===== config.mk =====
export PLATFORM = sky130hd
export DESIGN_NAME = button_press_classifier_top
export DESIGN_NICKNAME = d
export VERILOG_FILES = /design/src/hdl/bpc_pkg.sv /design/src/hdl/bpc_step.sv /design/src/hdl/button_press_classifier_top.sv
export SDC_FILE = /design/constraint.sdc
export NUM_CORES = 1
export LEC_CHECK = 0
export BUFFER_PORTS_ARGS = -buffer_cell sky130_fd_sc_hd__buf_2
export CAP_MARGIN = 30
export CORE_UTILIZATION = 55
export DETAILED_ROUTE_END_ITERATION = 10
export GPL_ROUTABILITY_DRIVEN = 0
export PLACE_DENSITY = 0.73
export SETUP_SLACK_MARGIN = 0.4
export SLEW_MARGIN = 15
export SYNTH_ARGS = -nofsm -noshare
export SYNTH_HDL_FRONTEND = slang
export SYNTH_SLANG_ARGS = --single-unit

===== constraint.sdc =====
create_clock -name clk_i -period 13.08 [get_ports clk_i]
set_input_delay 0 -clock clk_i [delete_from_list [all_inputs] [get_ports clk_i]]
set_output_delay 0 -clock clk_i [all_outputs]
set_load 0.1 [all_outputs]

===== src/hdl/bpc_pkg.sv =====
`timescale 1ns / 1ps

package bpc_pkg;

  localparam int unsigned CountWidth = 16;
  localparam int unsigned CfgWidth   = 16;
  localparam int unsigned CfgIdxWidth = 2;

  localparam logic [CountWidth-1:0] CountMax = {CountWidth{1'b1}};

  localparam logic [CfgWidth-1:0] DebounceTicksRst  = CfgWidth'(30);
  localparam logic [CfgWidth-1:0] LongPressTicksRst = CfgWidth'(5000);
  localparam logic [CfgWidth-1:0] ShortFbTicksRst   = CfgWidth'(1200);

  typedef enum logic [CfgIdxWidth-1:0] {
    CFG_DEBOUNCE_TICKS   = 2'd0,
    CFG_LONG_PRESS_TICKS = 2'd1,
    CFG_SHORT_FB_TICKS   = 2'd2
  } cfg_idx_e;

  typedef struct packed {
    logic ready_req;
    logic pin_level;
  } bpc_in_t;

  typedef struct packed {
    logic pressed;
    logic edge_res;
    logic short_press;
    logic long_press;
    logic from_fallback;
  } bpc_out_t;

  typedef struct packed {
    logic [CfgWidth-1:0] debounce_ticks;
    logic [CfgWidth-1:0] long_press_ticks;
    logic [CfgWidth-1:0] short_fallback_ticks;
  } bpc_cfg_t;

  typedef struct packed {
    logic                  debounced_pressed;
    logic                  debounce_active;
    logic [CountWidth-1:0] debounce_elapsed;
    logic                  hold_active;
    logic [CountWidth-1:0] hold_elapsed;
    logic                  action_done;
  } bpc_state_t;

  function automatic logic [CountWidth-1:0] sat_inc(input logic [CountWidth-1:0] v);
    sat_inc = (v == CountMax) ? CountMax : v + CountWidth'(1);
  endfunction

endpackage


===== src/hdl/bpc_step.sv =====
`timescale 1ns / 1ps

module bpc_step
  import bpc_pkg::*;
(
  input  bpc_cfg_t   cfg_i,
  input  bpc_state_t state_i,
  input  bpc_in_t    in_i,
  output bpc_state_t state_o,
  output bpc_out_t   out_o
);

  logic pin_down;
  logic edge_fire;
  logic short_fire;
  logic long_fire;
  logic fb_fire;
  bpc_state_t st;

  assign pin_down = ~in_i.pin_level;

  always_comb begin
    st         = state_i;
    edge_fire  = 1'b0;
    short_fire = 1'b0;
    long_fire  = 1'b0;
    fb_fire    = 1'b0;

    if (!in_i.ready_req) begin
      st = '0;
    end else begin
      if (st.hold_active) begin
        st.hold_elapsed = sat_inc(st.hold_elapsed);
      end

      if (pin_down != st.debounced_pressed) begin
        if (!st.debounce_active) begin
          st.debounce_active  = 1'b1;
          st.debounce_elapsed = '0;
        end else begin
          st.debounce_elapsed = sat_inc(st.debounce_elapsed);
        end
        if (st.debounce_elapsed >= cfg_i.debounce_ticks) begin
          st.debounced_pressed = pin_down;
          st.debounce_active   = 1'b0;
          st.debounce_elapsed  = '0;
          edge_fire            = 1'b1;
          if (pin_down) begin
            st.hold_active  = 1'b1;
            st.hold_elapsed = '0;
            st.action_done  = 1'b0;
          end else if (st.hold_active) begin
            // Release reports only when the hold fallback has not fired yet.
            if (!st.action_done) begin
              if (st.hold_elapsed >= cfg_i.long_press_ticks) begin
                long_fire = 1'b1;
              end else begin
                short_fire = 1'b1;
              end
            end
            st.hold_active  = 1'b0;
            st.hold_elapsed = '0;
            st.action_done  = 1'b0;
          end
        end
      end else begin
        st.debounce_active  = 1'b0;
        st.debounce_elapsed = '0;
      end

      if (st.debounced_pressed && st.hold_active && !st.action_done) begin
        priority if (st.hold_elapsed >= cfg_i.long_press_ticks) begin
          long_fire      = 1'b1;
          fb_fire        = 1'b1;
          st.action_done = 1'b1;
        end else if (st.hold_elapsed >= cfg_i.short_fallback_ticks) begin
          short_fire     = 1'b1;
          fb_fire        = 1'b1;
          st.action_done = 1'b1;
        end
      end
    end
  end

  assign state_o             = st;
  assign out_o.pressed       = st.debounced_pressed;
  assign out_o.edge_res      = edge_fire;
  assign out_o.short_press   = short_fire;
  assign out_o.long_press    = long_fire;
  assign out_o.from_fallback = fb_fire;

endmodule


===== src/hdl/button_press_classifier_top.sv =====
`timescale 1ns / 1ps

// Debounces an active-low button sampled once per millisecond tick and classifies
// each press as short or long, with a hold fallback that fires once while the
// button stays down. One tick is taken per clock cycle: the whole step runs in
// a single combinational pass from the state registers into a result register,
// so a result appears in the cycle after its tick is accepted and a new tick is
// taken every cycle as long as the result register is empty or being drained.
// Users write thresholds via the register port with no tick in flight; not enforced.
module button_press_classifier_top
  import bpc_pkg::*;
(
  input  logic                   clk_i,
  input  logic                   rst_ni,
  input  logic                   cfg_we_i,
  input  logic [CfgIdxWidth-1:0] cfg_idx_i,
  input  logic [CfgWidth-1:0]    cfg_data_i,
  input  logic                   in_valid_i,
  output logic                   in_ready_o,
  input  bpc_in_t                in_data_i,
  output logic                   out_valid_o,
  input  logic                   out_ready_i,
  output bpc_out_t               out_data_o
);

  bpc_cfg_t   cfg_q;
  bpc_state_t state_q;
  bpc_state_t state_d;
  bpc_out_t   res_d;
  bpc_out_t   res_q;
  logic       res_valid_q;
  logic       in_fire;

  assign in_ready_o = !res_valid_q || out_ready_i;
  assign in_fire    = in_valid_i && in_ready_o;

  always_ff @(posedge clk_i or negedge rst_ni) begin
    if (!rst_ni) begin
      cfg_q.debounce_ticks       <= DebounceTicksRst;
      cfg_q.long_press_ticks     <= LongPressTicksRst;
      cfg_q.short_fallback_ticks <= ShortFbTicksRst;
    end else if (cfg_we_i) begin
      unique case (cfg_idx_i)
        CFG_DEBOUNCE_TICKS:   cfg_q.debounce_ticks       <= cfg_data_i;
        CFG_LONG_PRESS_TICKS: cfg_q.long_press_ticks     <= cfg_data_i;
        CFG_SHORT_FB_TICKS:   cfg_q.short_fallback_ticks <= cfg_data_i;
        default: ;
      endcase
    end
  end

  bpc_step u_step (
    .cfg_i   (cfg_q),
    .state_i (state_q),
    .in_i    (in_data_i),
    .state_o (state_d),
    .out_o   (res_d)
  );

  always_ff @(posedge clk_i or negedge rst_ni) begin
    if (!rst_ni) begin
      state_q     <= '0;
      res_valid_q <= 1'b0;
    end else begin
      if (in_fire) begin
        state_q <= state_d;
      end
      if (in_fire) begin
        res_valid_q <= 1'b1;
      end else if (out_ready_i) begin
        res_valid_q <= 1'b0;
      end
    end
  end

  always_ff @(posedge clk_i) begin
    if (in_fire) begin
      res_q <= res_d;
    end
  end

  assign out_valid_o = res_valid_q;
  assign out_data_o  = res_q;

`ifndef NO_ASSERTIONS
  // A hold count runs exactly while the debounced state is pressed.
  a_hold_tracks_press: assert property (@(posedge clk_i) disable iff (!rst_ni)
    state_q.hold_active == state_q.debounced_pressed)
    else $error("hold_active out of step with debounced state");

  a_one_action: assert property (@(posedge clk_i) disable iff (!rst_ni)
    out_valid_o |-> !(out_data_o.short_press && out_data_o.long_press))
    else $error("short and long action in one transaction");

  a_fallback_held: assert property (@(posedge clk_i) disable iff (!rst_ni)
    (out_valid_o && out_data_o.from_fallback) |->
      (out_data_o.pressed && (out_data_o.short_press || out_data_o.long_press)))
    else $error("fallback flag without a held action");

  a_action_state: assert property (@(posedge clk_i) disable iff (!rst_ni)
    in_fire |=> (!state_q.action_done || state_q.hold_active))
    else $error("action_done set without an active hold");
`endif

endmodule


# After elaboration in Yosys (flattened, before gate mapping)
# Cells that the tools add are included.
# W data, S select, Z words.
# word_totals
reg_bits	90
output_inout_bits	7
wordCells	81
# op_classes
n_addsub	2
order_cmp	4
eq_ne	5
n_mux	41
n_bitwise	1
n_reduce_logical	13
# op_table
op	n
$mux W16	7
$mux W36	2
$ge A16 B16 Y1	4
$mux W18	3
$mux W17	2
$add A16 B1 Y16 const B	2
$eq A16 B16 Y1 const B	2
$mux W1	27
$reduce_and A2 Y1	5
$logic_and A1 B1 Y1	3
$eq A2 B1 Y1 const B	1
$eq A2 B2 Y1 const B	1
$logic_not A1 Y1	2
$logic_not A2 Y1	1
$reduce_bool A2 Y1	1
$logic_or A1 B1 Y1	1
$ne A1 B1 Y1	1
$not A1 Y1	1

# Logic depth before layout (Yosys ltp)
# Gate-level depths: netlist of run 1.
# depth
depth_word	14
depth_mapped	22
depth_no_buf	19

# By module
# From an unflattened synthesis of run 1, not the netlist that was laid out.
# hier_totals
cells_unflattened	622
hier_area_um2	6367.4
# by_module_without_submodules
mod	instances	cells_per_inst	area_each_um2
button_press_classifier_top	1	187	3358.2
bpc_step	1	435	3009.1

# Worst setup path before layout of run 1
# Ideal clock, no wire load.
# synth_timing
path_type	register to register
start	register state_q[20] in the netlist's numbering
end	register res_q, in the netlist out_data_o[2] (data pin)
setup_time_ns	0.152
arrival_ns	4.563
slack_ns	8.365
path_stages_with_launch	23
path_buffers	3
synth_period_minus_slack_ns	4.715
path_cell_list	dfrtp_1 -> and4_1 -> buf_4 -> nand4_1 -> or3_4 -> buf_6 -> nand2_1 -> nand2_1 -> ha_1 -> nand2b_4 -> a2111oi_2 -> nand3b_1 -> a31oi_1 -> and2_1 -> buf_2 -> o2bb2ai_1 -> ha_1 -> a2111oi_0 -> o21ai_0 -> a221oi_1 -> o21ai_0 -> or3b_1 -> o22ai_1
# synth_via
elab_chain_cells	13
# synth_rtl
element	line	source
start: declaration	button_press_classifier_top.sv:27	bpc_state_t state_q;
start signal: assignment	button_press_classifier_top.sv:66	state_q <= state_d;
$add A16 B1 Y16 / $eq A16 B16 Y1 (equally long branches)	bpc_pkg.sv:50	sat_inc = (v == CountMax) ? CountMax : v + CountWidth'(1);
$mux W16 (*)	bpc_pkg.sv:50	
$mux W16 (*)	bpc_step.sv:37	if (!st.debounce_active) begin
$mux W16 (*)	bpc_step.sv:36	if (pin_down != st.debounced_pressed) begin
$mux W16 (*)	bpc_step.sv:29	if (!in_i.ready_req) begin
$ge A16 B16 Y1 (*)	bpc_step.sv:43	if (st.debounce_elapsed >= cfg_i.debounce_ticks) begin
$mux W36	bpc_step.sv:43	
$mux W18	bpc_step.sv:36	
$mux W18	bpc_step.sv:29	
$ge A16 B16 Y1	bpc_step.sv:76	end else if (st.hold_elapsed >= cfg_i.short_fallback_ticks) begin
$mux W1	bpc_step.sv:76	
$mux W1	bpc_step.sv:72	priority if (st.hold_elapsed >= cfg_i.long_press_ticks) begin
$mux W1 (*)	bpc_step.sv:71	if (st.debounced_pressed && st.hold_active && !st.action_done) begin
end signal: assignment	button_press_classifier_top.sv:78	res_q <= res_d;
end: declaration	button_press_classifier_top.sv:30	bpc_out_t res_q;
# Every way passes the cells marked *; elsewhere a longest branch is shown, timed or not. The select of a mux whose other input is x is not followed.
# A chain may end at the register's enable or synchronous reset.

# Worst setup path in the final report of run 1
# Same ends and word-level chain as after synthesis.

==> summary.md, run 1 <==
| Metric | Value |
|---|---|
| Peak VDD IR | 0.0882 mV |
| Slowest stage delay, CP | between 0.4 and 0.5 ns |
| Drt total wl | 14300 microns |
| DR vias/cell | 5.85 |
| Mapped Cells | 639 |
| Num Clock Sinks | 90 |
| Number of gates resized after cts | 0 |
| Post-Synth Simple-Gate Area | 0.148 |
| Pleak | between 0.003 and 0.004 uW |
| Internal Power | 495 uW |
| Fin. max-slew vios | 0 |
| RSZ-0062 raised after global routing | false |
| Library cells used by synthesis | 67 |
| Post-synth top flop | dfrtp_1 |
| Post-DRT Antenna Nets | 0 |
| Outcome | completed |
| Root Buffer | clkbuf_8 |
| Reg power frac | 0.465 |
| Crit-path cells | and4_1, nand4_1, nor3_1, mux2i_1, nor2_1, ha_1, nand2_1, nor4_2, nand3b_1, a31oi_1, buf_4, and2_1, o2bb2ai_1, ha_1, a2111oi_0, o21ai_0, a221oi_1, o21ai_0, or3b_1, o22ai_1 |
| Number of hold violations in the final report | 0 |
| Sw Share | 0.315 |
| H-tree levels | 3 |
| Worst EP arrival | approximately 5.8 ns |
| Setup slack, reg-to-reg | 7.51 ns |
| Tcrit/Tclk final | 0.426 |
| Hold Worst Slack | 0.0847 ns |
| I/O pin total | 32 |
| Grt ovf | 0 |
| Drt drc | 0 |
| Initial Utilization | 0.566 |
| Reg-to-Reg End | out_data_o[2] |
| Setup WS post-layout | 7.51 ns |
| Synth area leader | dfrtp_1 |
| Final non-filler cell total | between 800 and 900 |
| Number of synthesized flops with an enable pin | 5 |
| Compound-Gate Fraction of Synth Area | 0.179 |
| Pwr Density | between 100 and 150 nW/um^2 |
| First-pass GRT wire length | 23800 microns |
| Die ar. | roughly 12000 sq um |
| Overall Power | ~720 uW |
| Share of cells above drive strength 1 | 0.194 |
| Fin crit period | roughly 5.6 ns |
| Setup CP Type | reg2reg |
| Row cnt | 38 |
| Post-synthesis cell area | 6160 sq um |
| Core area | 10900 sq um |
| Synthesized flop and latch total | 90 |
| Clock Power Share | 0.300 |
| Synth Area in Adders | 0.134 |
| Largest family of logic cells by synthesized area | compound AO/OA/AOI/OAI gates |
| Clk_skew | 0.0127 ns |
| Pin count of the biggest net entering global routing | 60 |
| Critical-path top delay cell | dfrtp_1 |
| Post-synth top cells | 72 x dfrtp_1, 72 x nand2_1, 71 x inv_1, 66 x ha_1, 36 x o21ai_0 |
| Share of the synthesized area in the top cell type | 0.292 |
| MaxCap Viol Count | 0 |
| Placed cells | 785 |
| GRT Overall Usage | 0.270 |
| Hold Crit Class | in2async |
| Critical Path Fanout Max | 22 |
| Worst-path clk slew | 0.10 ns |
| Post-Syn Area per Cell | 9.65 sq um |
| Number of global-route vias before repair | 4765 |
| DP HPWL | ~11000 microns |
| Actual slew at the worst max-slew pin | 0.932 ns |
| Number of diodes | 0 |
| Inserted Clock Buffers | 9 |
| Async set-or-reset flop fraction in the synthesized netlist | 0.944 |
| Startpoint type of the worst setup path | register |
| Post-Synth XOR/XNOR Area | 0.0284 |
| Sequential area share after synthesis | 0.372 |
| Final setup TNS | 0 ns |
| Die Y | 108 microns |
| Post-Syn Nets | 730 |
| Worst slew margin | 0.377 |
| CP endpoint kind | register |
| Synth warnings | 0 |
| Crit path required time | around 13 ns |
| Via count | 4796 |
| Initial antenna violation count | 0 |
| Switch Pwr | 228 uW |
| Comb power frac | 0.235 |
| Worst r2r src | state_q[20] |
| Synth top area cells | dfrtp_1 29%, ha_1 13%, mux2_2 6.0%, dfstp_2 5.5%, nand2_1 4.4% |
| Area growth, synth to finish | 10.4% |
| DR pass1 iterations | 5 |
| R2R depth | 20 |
| Final setup viols | 0 |
| TritonCTS clock tree | built |
| Drt first-iter violations | 364 |
| Port buffer count | 31 |
| CTS max path bufs | 2 |
| Mux cell area share after synthesis | 0.0692 |
| Die width | between 100 and 150 microns |
| NumNets Final | roughly 770 |
| DP Worst Slack | between 7 and 8 ns |
| FMAX | between 0.15 and 0.2 GHz |
| Worst skew pair latency | 0.38 ns |
| Wire per inst | 17.4 microns |
| Crit. Startpoint | state_q[20] |
-- cells by family (layout without fill, tap and decap cells) --
logic type,count (synthesis),in the layout
XOR/XNOR,20,20
AO/OA/AOI/OAI,150,150
AND/OR/NAND/NOR,175,175
buffers and inverters,100,141
adder cells (fa/ha/maj),66,66
multiplexers,38,38
flip-flops,90,90
-- worst max-delay path, delay by kind of cell, from the launching register on --
kind,cells,cell delay [ns]
compound gates,7,1.54
fa+ha+maj,2,0.65
buf+inv,1,0.26
flops,1,0.45
mux,1,0.23
simple gates,9,2.28
-- metal layers --
layer	GRT usage	part of all wire	up-vias
met5	0	0	-
met4	0.0841	0.017	0
met3	0.0442	0.041	20
met2	0.429	0.47	114
met1	0.376	0.47	2320
li1	-	-	2342
-- registers in the layout, indices dropped and copies added, names as in the netlist --
register and flops:
out_data_o 5, out_valid_o 1, cfg_q 48, state_q 36
-- worst max-delay path by stage --
stage                         end  slack, ns  depth (start not counted)
finish              out_data_o[2]       7.51                         20
global route        out_data_o[2]       7.11                         20
CTS                 out_data_o[2]       7.51                         20
detailed placement  out_data_o[2]       7.55                         20
global placement    out_data_o[2]       7.80                         20
floorplan           out_data_o[2]       8.36                         22
-- cells in the final DEF, fill, tap and decap left out, types with 8 or more instances in the layout --
master / instances
nand2_1: 72
dfrtp_1: 72
inv_1: 71
ha_1: 66
o21ai_0: 36
mux2_2: 33
buf_2: 30
a21oi_1: 25
nor2_1: 25
dlygate4sd3_1: 19
a22o_1: 15
nand3_1: 14
dfstp_2: 13
nand4_1: 12
xor2_1: 12
o2bb2ai_1: 12
a21oi_2: 9
o221ai_2: 9
clkbuf_8: 9
xnor2_1: 8
-- power by group through the flow --
stage	Combinational, uW	Sequential (uW)	Clock [uW]
after detailed placement	164	342	0
after global routing	191	341	232
after floorplan	115	340	0
final	170	336	217
after CTS	170	336	221
after global placement	156	340	0
-- metrics by stage --
stage / util / instance area (sq um)
finish: 0.625 / 6810
global route: 0.625 / 6810
CTS: 0.625 / 6810
detailed placement: 0.587 / 6400
global placement: 0.585 / 6370
floorplan: - / 6160
-- final cells by class --
cell class	instances	area, sq um
clock buffer	10	128
timing repair buffer	54	398
fill	915	4080
tap	140	175
multi-input combinational	449	3450
clock inverter	6	91.3
inverter	71	267
sequential	90	2290
-- what timing repair did --
| item | 4_1_cts | 5_1_grt |
|---|---|---|
| hold buffers | 19 | 0 |
| buffers inserted | 0 | 0 |
| endpoints found under the hold margin | 122 | 0 |
(Power assumes the default switching activity.)
==> inputs of run 2 (changes only) <==
==> constraint.sdc (replaced) <==
create_clock -name clk_i -period 5.8 [get_ports clk_i]
set_input_delay 0 -clock clk_i [delete_from_list [all_inputs] [get_ports clk_i]]
set_output_delay 0 -clock clk_i [all_outputs]
set_load 0.1 [all_outputs]
==> run 2 against run 1 <==
  * Combinational power increased by 130%
  * Die area stayed put
  * Clock power rose by 120%
  * Hold slack got worse by 0.045 ns
  * Non-clock buffer count increased by 2
  * Critical path depth fell by 1
  * Highest routed layer unchanged
==> summary.md, run 2 (synthesis gave the netlist of run 1 again) <==
| Metric | Value |
|---|---|
| Row cnt | 38 |
| CTS max path bufs | 2 |
| CP endpoint kind | register |
| RSZ-0062 raised after global routing | false |
| Worst r2r src | state_q[21] |
| Via count | a little under 5000 |
| Reg with most FFs | cfg_q |
| Actual slew at the worst max-slew pin | 0.964 ns |
| Critical Path Fanout Max | 13 |
| Register area | 2290 sq um |
| Initial Utilization | 0.566 |
| Number of global-route vias before repair | around 4800 |
| Crit path required time | 6.04 ns |
| Startpoint type of the worst setup path | register |
| Inserted Clock Buffers | 9 |
| Crit-path cells | and4_2, nand4_1, or3_4, nand2_1, nand2_1, ha_1, nand2b_4, a2111oi_2, nand3b_1, a31oi_2, and2_4, o2bb2ai_2, ha_1, a2111oi_0, o21ai_0, a221oi_1, o21ai_0, or3b_1, o22ai_1 |
| Fin crit period | 5.00 ns |
| Reg-to-Reg End | out_data_o[2] |
| Share of cells above drive strength 1 | 0.204 |
| Pwr Density | about 240 nW/um^2 |
| R2R depth | 19 |
| DR vias/cell | 5.93 |
| Setup slack, reg-to-reg | 0.80 ns |
| TritonCTS clock tree | built |
| Hold Crit Class | in2async |
| Die width | 108 microns |
| Final setup viols | 0 |
| Critical-path top delay cell | or3_4 |
| Die Y | between 100 and 150 microns |
| Multi-input gate area | roughly 3500 sq um |
| Number of diodes | 0 |
| Drt first-iter violations | 284 |
| FMAX | around 0.2 GHz |
| Delay-heaviest family, CP | simple AND/OR/NAND/NOR gates |
| Pin count of the biggest net entering global routing | 66 |
| NumNets Final | 768 |
| Slowest stage delay, CP | 0.47 ns |
| Port buffer count | 31 |
| Num Clock Sinks | 90 |
| Pleak | 0.00321 uW |
| Crit. Startpoint | state_q[21] |
| Wire per inst | 17.4 microns |
| I/O pin total | 32 |
| Die ar. | 11600 sq um |
| Drt total wl | 14300 microns |
| Worst-path clk slew | approximately 0.1 ns |
| DP HPWL | 10600 microns |
| GRT Overall Usage | 0.271 |
| Number of hold violations in the final report | 0 |
| Postcts setup bufs | 0 |
| Core area | 10900 sq um |
| Tcrit/Tclk final | 0.862 |
| Fill cell count | 902 |
| Area growth, synth to finish | 10.7% |
| Peak VDD IR | between 0.15 and 0.2 mV |
| MaxCap Viol Count | 0 |
| Max reg flops | 48 |
| Worst slew margin | 0.355 |
| DR pass1 iterations | 5 |
| Setup CP Type | reg2reg |
| Outcome | completed |
| Final setup TNS | 0 ns |
| Grt ovf | 0 |
| First-pass GRT wire length | 23900 microns |
| Leading cell type in the layout, fill and taps excluded | nand2_1 |
| Overall Power | 1610 uW |
| Worst EP arrival | roughly 5.2 ns |
| H-tree levels | 3 |
| Root Buffer | clkbuf_8 |
| Clk_skew | 0.0122 ns |
| Initial antenna violation count | 0 |
| Post-DRT Antenna Nets | 0 |
| Drt drc | 0 |
| Fin. max-slew vios | 0 |
| Critical path buffer and inverter count | 0 |
| Most frequent cells in the layout | 72 x nand2_1, 71 x inv_1, 71 x dfrtp_1 |
| Worst skew pair latency | 0.39 ns |
==> run 2: power by group <==
group          internal [uW]  switching (uW)
sequential               715            43.5
clock                    227             243
combinational            156             227
total                   1100             514
==> run 2: area by class of cell <==
class	count	area share
Inverter	71	0.0391
Clock inverter	5	0.00917
Clock buffer	11	0.0224
Tap cell	140	0.0257
Sequential cell	90	0.336
Timing Repair Buffer	56	0.0587
Multi-Input combinational cell	449	0.509
==> run 2: layer usage <==
metal | up-vias | routed length [microns] | track usage
li1 | 2342 | - | -
met5 | - | 0 | 0
met2 | 125 | 6760 | 0.428
met4 | 0 | 372 | 0.103
met1 | 2377 | 6580 | 0.370
met3 | 31 | 606 | 0.0490
==> run 2: timing repair <==
item | in CTS | in global routing
gates resized for setup | 0 | 6
endpoints found under the hold margin | 69 | 0
endpoints found under the setup margin | 0 | 4
hold buffers | 19 | 0
==> run 2: through the flow <==
step / utilization / hold WS, ns / setup slack, ns / cell area (sq um) / cells
floorplan: - / -0.296 / 1.08 / 6160 / 639
global placement: 0.586 / -0.0941 / 0.823 / 6380 / 786
detailed placement: 0.586 / -0.0920 / 0.594 / 6380 / 786
CTS: 0.624 / 0.0336 / 0.564 / 6790 / 821
global route: 0.627 / 0.0499 / 0.432 / 6820 / 822
finish: 0.627 / 0.0399 / 0.799 / 6820 / 822
==> run 2: worst max-delay path by stage <==
stage | to | cells past startpoint
after floorplan | out_data_o[2] | 22
after global placement | out_data_o[2] | 19
after detailed placement | out_data_o[2] | 18
after CTS | out_data_o[2] | 18
after global routing | out_data_o[2] | 20
final | out_data_o[2] | 19
==> inputs of run 3 (changes only) <==
==> constraint.sdc (replaced) <==
create_clock -name clk_i -period 5.3 [get_ports clk_i]
set_input_delay 0 -clock clk_i [delete_from_list [all_inputs] [get_ports clk_i]]
set_output_delay 0 -clock clk_i [all_outputs]
set_load 0.1 [all_outputs]
==> run 3 against run 2 <==
  * Clock power fell by 1%
  * Largest power group unchanged
  * First-iteration DRC count did not move
  * Total power rose by 8.3%
  * Combinational power rose by 17%
  * Non-clock buffer count rose by 27
  * Largest cell class unchanged
  * Register-to-register slack got worse by 0.32 ns
  * Utilization rose by 4.1 points
  * Worst setup slack got worse by 0.32 ns
  * Flip-flop and latch count did not move
  * Wire length rose by 7.7%
  * Final cell count rose by 3.3%
  * Die area did not move
  * Critical endpoint unchanged
==> summary.md, run 3 (synthesis gave the netlist of run 1 again) <==
| Metric | Value |
|---|---|
| Outcome | completed |
| Register area | 2290 sq um |
| Critical Path Fanout Max | 11 |
| Final setup viols | 0 |
| TritonCTS clock tree | built |
| Overall Power | approximately 1700 uW |
| Slowest stage delay, CP | 0.39 ns |
| Share of cells above drive strength 1 | 0.272 |
| Core area | 10900 sq um |
| Actual slew at the worst max-slew pin | 0.912 ns |
| Most frequent cells in the layout | 71 x inv_1, 71 x dfrtp_1, 68 x nand2_1 |
| Area growth, synth to finish | 17.9% |
| Critical-path top delay cell | or3_4 |
| FMAX | 0.207 GHz |
| Initial Utilization | 0.566 |
| Reg with most FFs | cfg_q |
| Port buffer count | 31 |
| Fin crit period | slightly below 5 ns |
| Via count | 5099 |
| Multi-input gate area | 3680 sq um |
| Post-DRT Antenna Nets | 0 |
| Tcrit/Tclk final | 0.910 |
| Fill cell count | 813 |
| Wire per inst | 18.2 microns |
| Drt first-iter violations | 284 |
| Clk_skew | 0.00798 ns |
| Row cnt | 38 |
| Crit path required time | 5.53 ns |
| Setup CP Type | reg2reg |
| H-tree levels | 3 |
| Number of diodes | 0 |
| Worst slew margin | 0.390 |
| Inserted Clock Buffers | 9 |
| Pleak | 0.00341 uW |
| Hold Crit Class | in2reg |
| First-pass GRT wire length | 24600 microns |
| MaxCap Viol Count | 0 |
| Initial antenna violation count | 0 |
| Num Clock Sinks | 90 |
| Pwr Density | 240 nW/um^2 |
| Startpoint type of the worst setup path | register |
| GRT Overall Usage | 0.276 |
| Crit-path cells | and4_4, nand4_1, or3_4, buf_2, buf_4, a21oi_2, ha_1, nand4_1, a21oi_1, nand3b_1, a31oi_4, buf_6, nand2_1, o22ai_2, ha_1, nand4_1, nor2_1, o2111ai_1, o211ai_1, or3b_1, o22ai_1 |
| NumNets Final | 795 |
| Most common cell on crit path | nand4_1 |
| Drt total wl | roughly 15000 microns |
| Final non-filler cell total | about 850 |
| Die ar. | roughly 12000 sq um |
| CP endpoint kind | register |
| Util after Layout | 0.668 |
| DR vias/cell | about 6.0 |
| Drt drc | 0 |
| Placed cells | between 700 and 800 |
| Delay-heaviest family, CP | simple AND/OR/NAND/NOR gates |
| I/O pin total | 32 |
| Die Y | between 100 and 150 microns |
| Peak VDD IR | between 0.2 and 0.3 mV |
| Die width | 108 microns |
| Root Buffer | clkbuf_8 |
| Pin count of the biggest net entering global routing | 55 |
| Fin. max-slew vios | 0 |
| Worst EP arrival | 5.06 ns |
| Number of hold violations in the final report | 0 |
| Worst-path clk slew | 0.10 ns |
| CTS max path bufs | 2 |
| RSZ-0062 raised after global routing | false |
| Worst skew pair latency | 0.39 ns |
| Number of global-route vias before repair | 5023 |
| Grt ovf | 0 |
| DR pass1 iterations | 5 |
| Final setup TNS | 0 ns |
| Max reg flops | 48 |
| DP HPWL | 10600 microns |
| Critical path buffer and inverter count | 3 |
## run 3: cell count changes in the layout (fill, tap and decap cells not counted), moves of 3 or more
cell       previous run  this run
o2bb2ai_2             1         7
nand2_2               0         4
o2bb2ai_1            11         4
nand2_1              72        68
o21ai_0              36        33
ha_4                  0         3
buf_4                 6        26
ha_1                 66        61
## run 3: stage by stage
step	hold WS (ns)	setup WS, ns	cell area [sq um]
after detailed placement	-0.00811	0.0102	6410
after global placement	0.203	0.325	6380
after global routing	0.117	0.271	7270
after CTS	0.0489	0.402	6980
final	0.0768	0.476	7270
after floorplan	-0.296	0.585	6160
## run 3: per-layer routing
layer	vias to the layer above	share of wire	track usage
li1	2402	-	-
met1	2511	0.44	0.359
met2	153	0.49	0.465
met3	33	0.050	0.0617
met4	0	0.023	0.0695
met5	-	0	0
## run 3: worst reg2reg max path: stages, from the launching register on
cell       delay (ns)
dfrtp_1          0.38
and4_4           0.26
nand4_1          0.15
or3_4            0.39
buf_2            0.19
buf_4            0.15
a21oi_2          0.17
ha_1             0.19
nand4_1          0.15
a21oi_1          0.17
nand3b_1         0.18
a31oi_4          0.27
buf_6            0.20
nand2_1          0.14
o22ai_2          0.23
ha_1             0.20
nand4_1          0.15
nor2_1           0.13
o2111ai_1        0.12
o211ai_1         0.33
or3b_1           0.39
o22ai_1          0.12
## run 3: path summary, 6_finish.rpt
| check | startpoint | end | slack [ns] | depth (start not counted) |
|---|---|---|---|---|
| min in group asynchronous | rst_ni | state_q[27] | 0.12 | 2 |
| min reg2reg | cfg_q[17] | cfg_q[17] | 0.51 | 1 |
| max reg2reg | state_q[24] | out_data_o[2] | 0.48 | 21 |
| min | in_data_i[0] | state_q[17] | 0.08 | 4 |
| max | state_q[24] | out_data_o[2] | 0.48 | 21 |
| max in group asynchronous | rst_ni | cfg_q[24] | 4.50 | 3 |
## run 3: power by group
group	internal (uW)	total [uW]	switching, uW
sequential	783	832	49.4
combinational	188	450	262
clock	192	463	270
total	1160	1740	582
## run 3: what timing repair did
item | 4_1_cts | 5_1_grt
resized for setup | 15 | 34
gates cloned | 1 | 1
hold buffers | 19 | 0
setup buffers | 16 | 9
endpoints found under the setup margin | 4 | 4
pin swaps | 4 | 27
hold endpoints to repair | 122 | 0
## run 3: layout make-up
cell class,count,area share
inverter,71,0.0367
tap,140,0.0241
clock inverter,6,0.00757
clock buffer,10,0.0189
timing repair buffer,83,0.0914
sequential,90,0.316
multi-input combinational,449,0.506
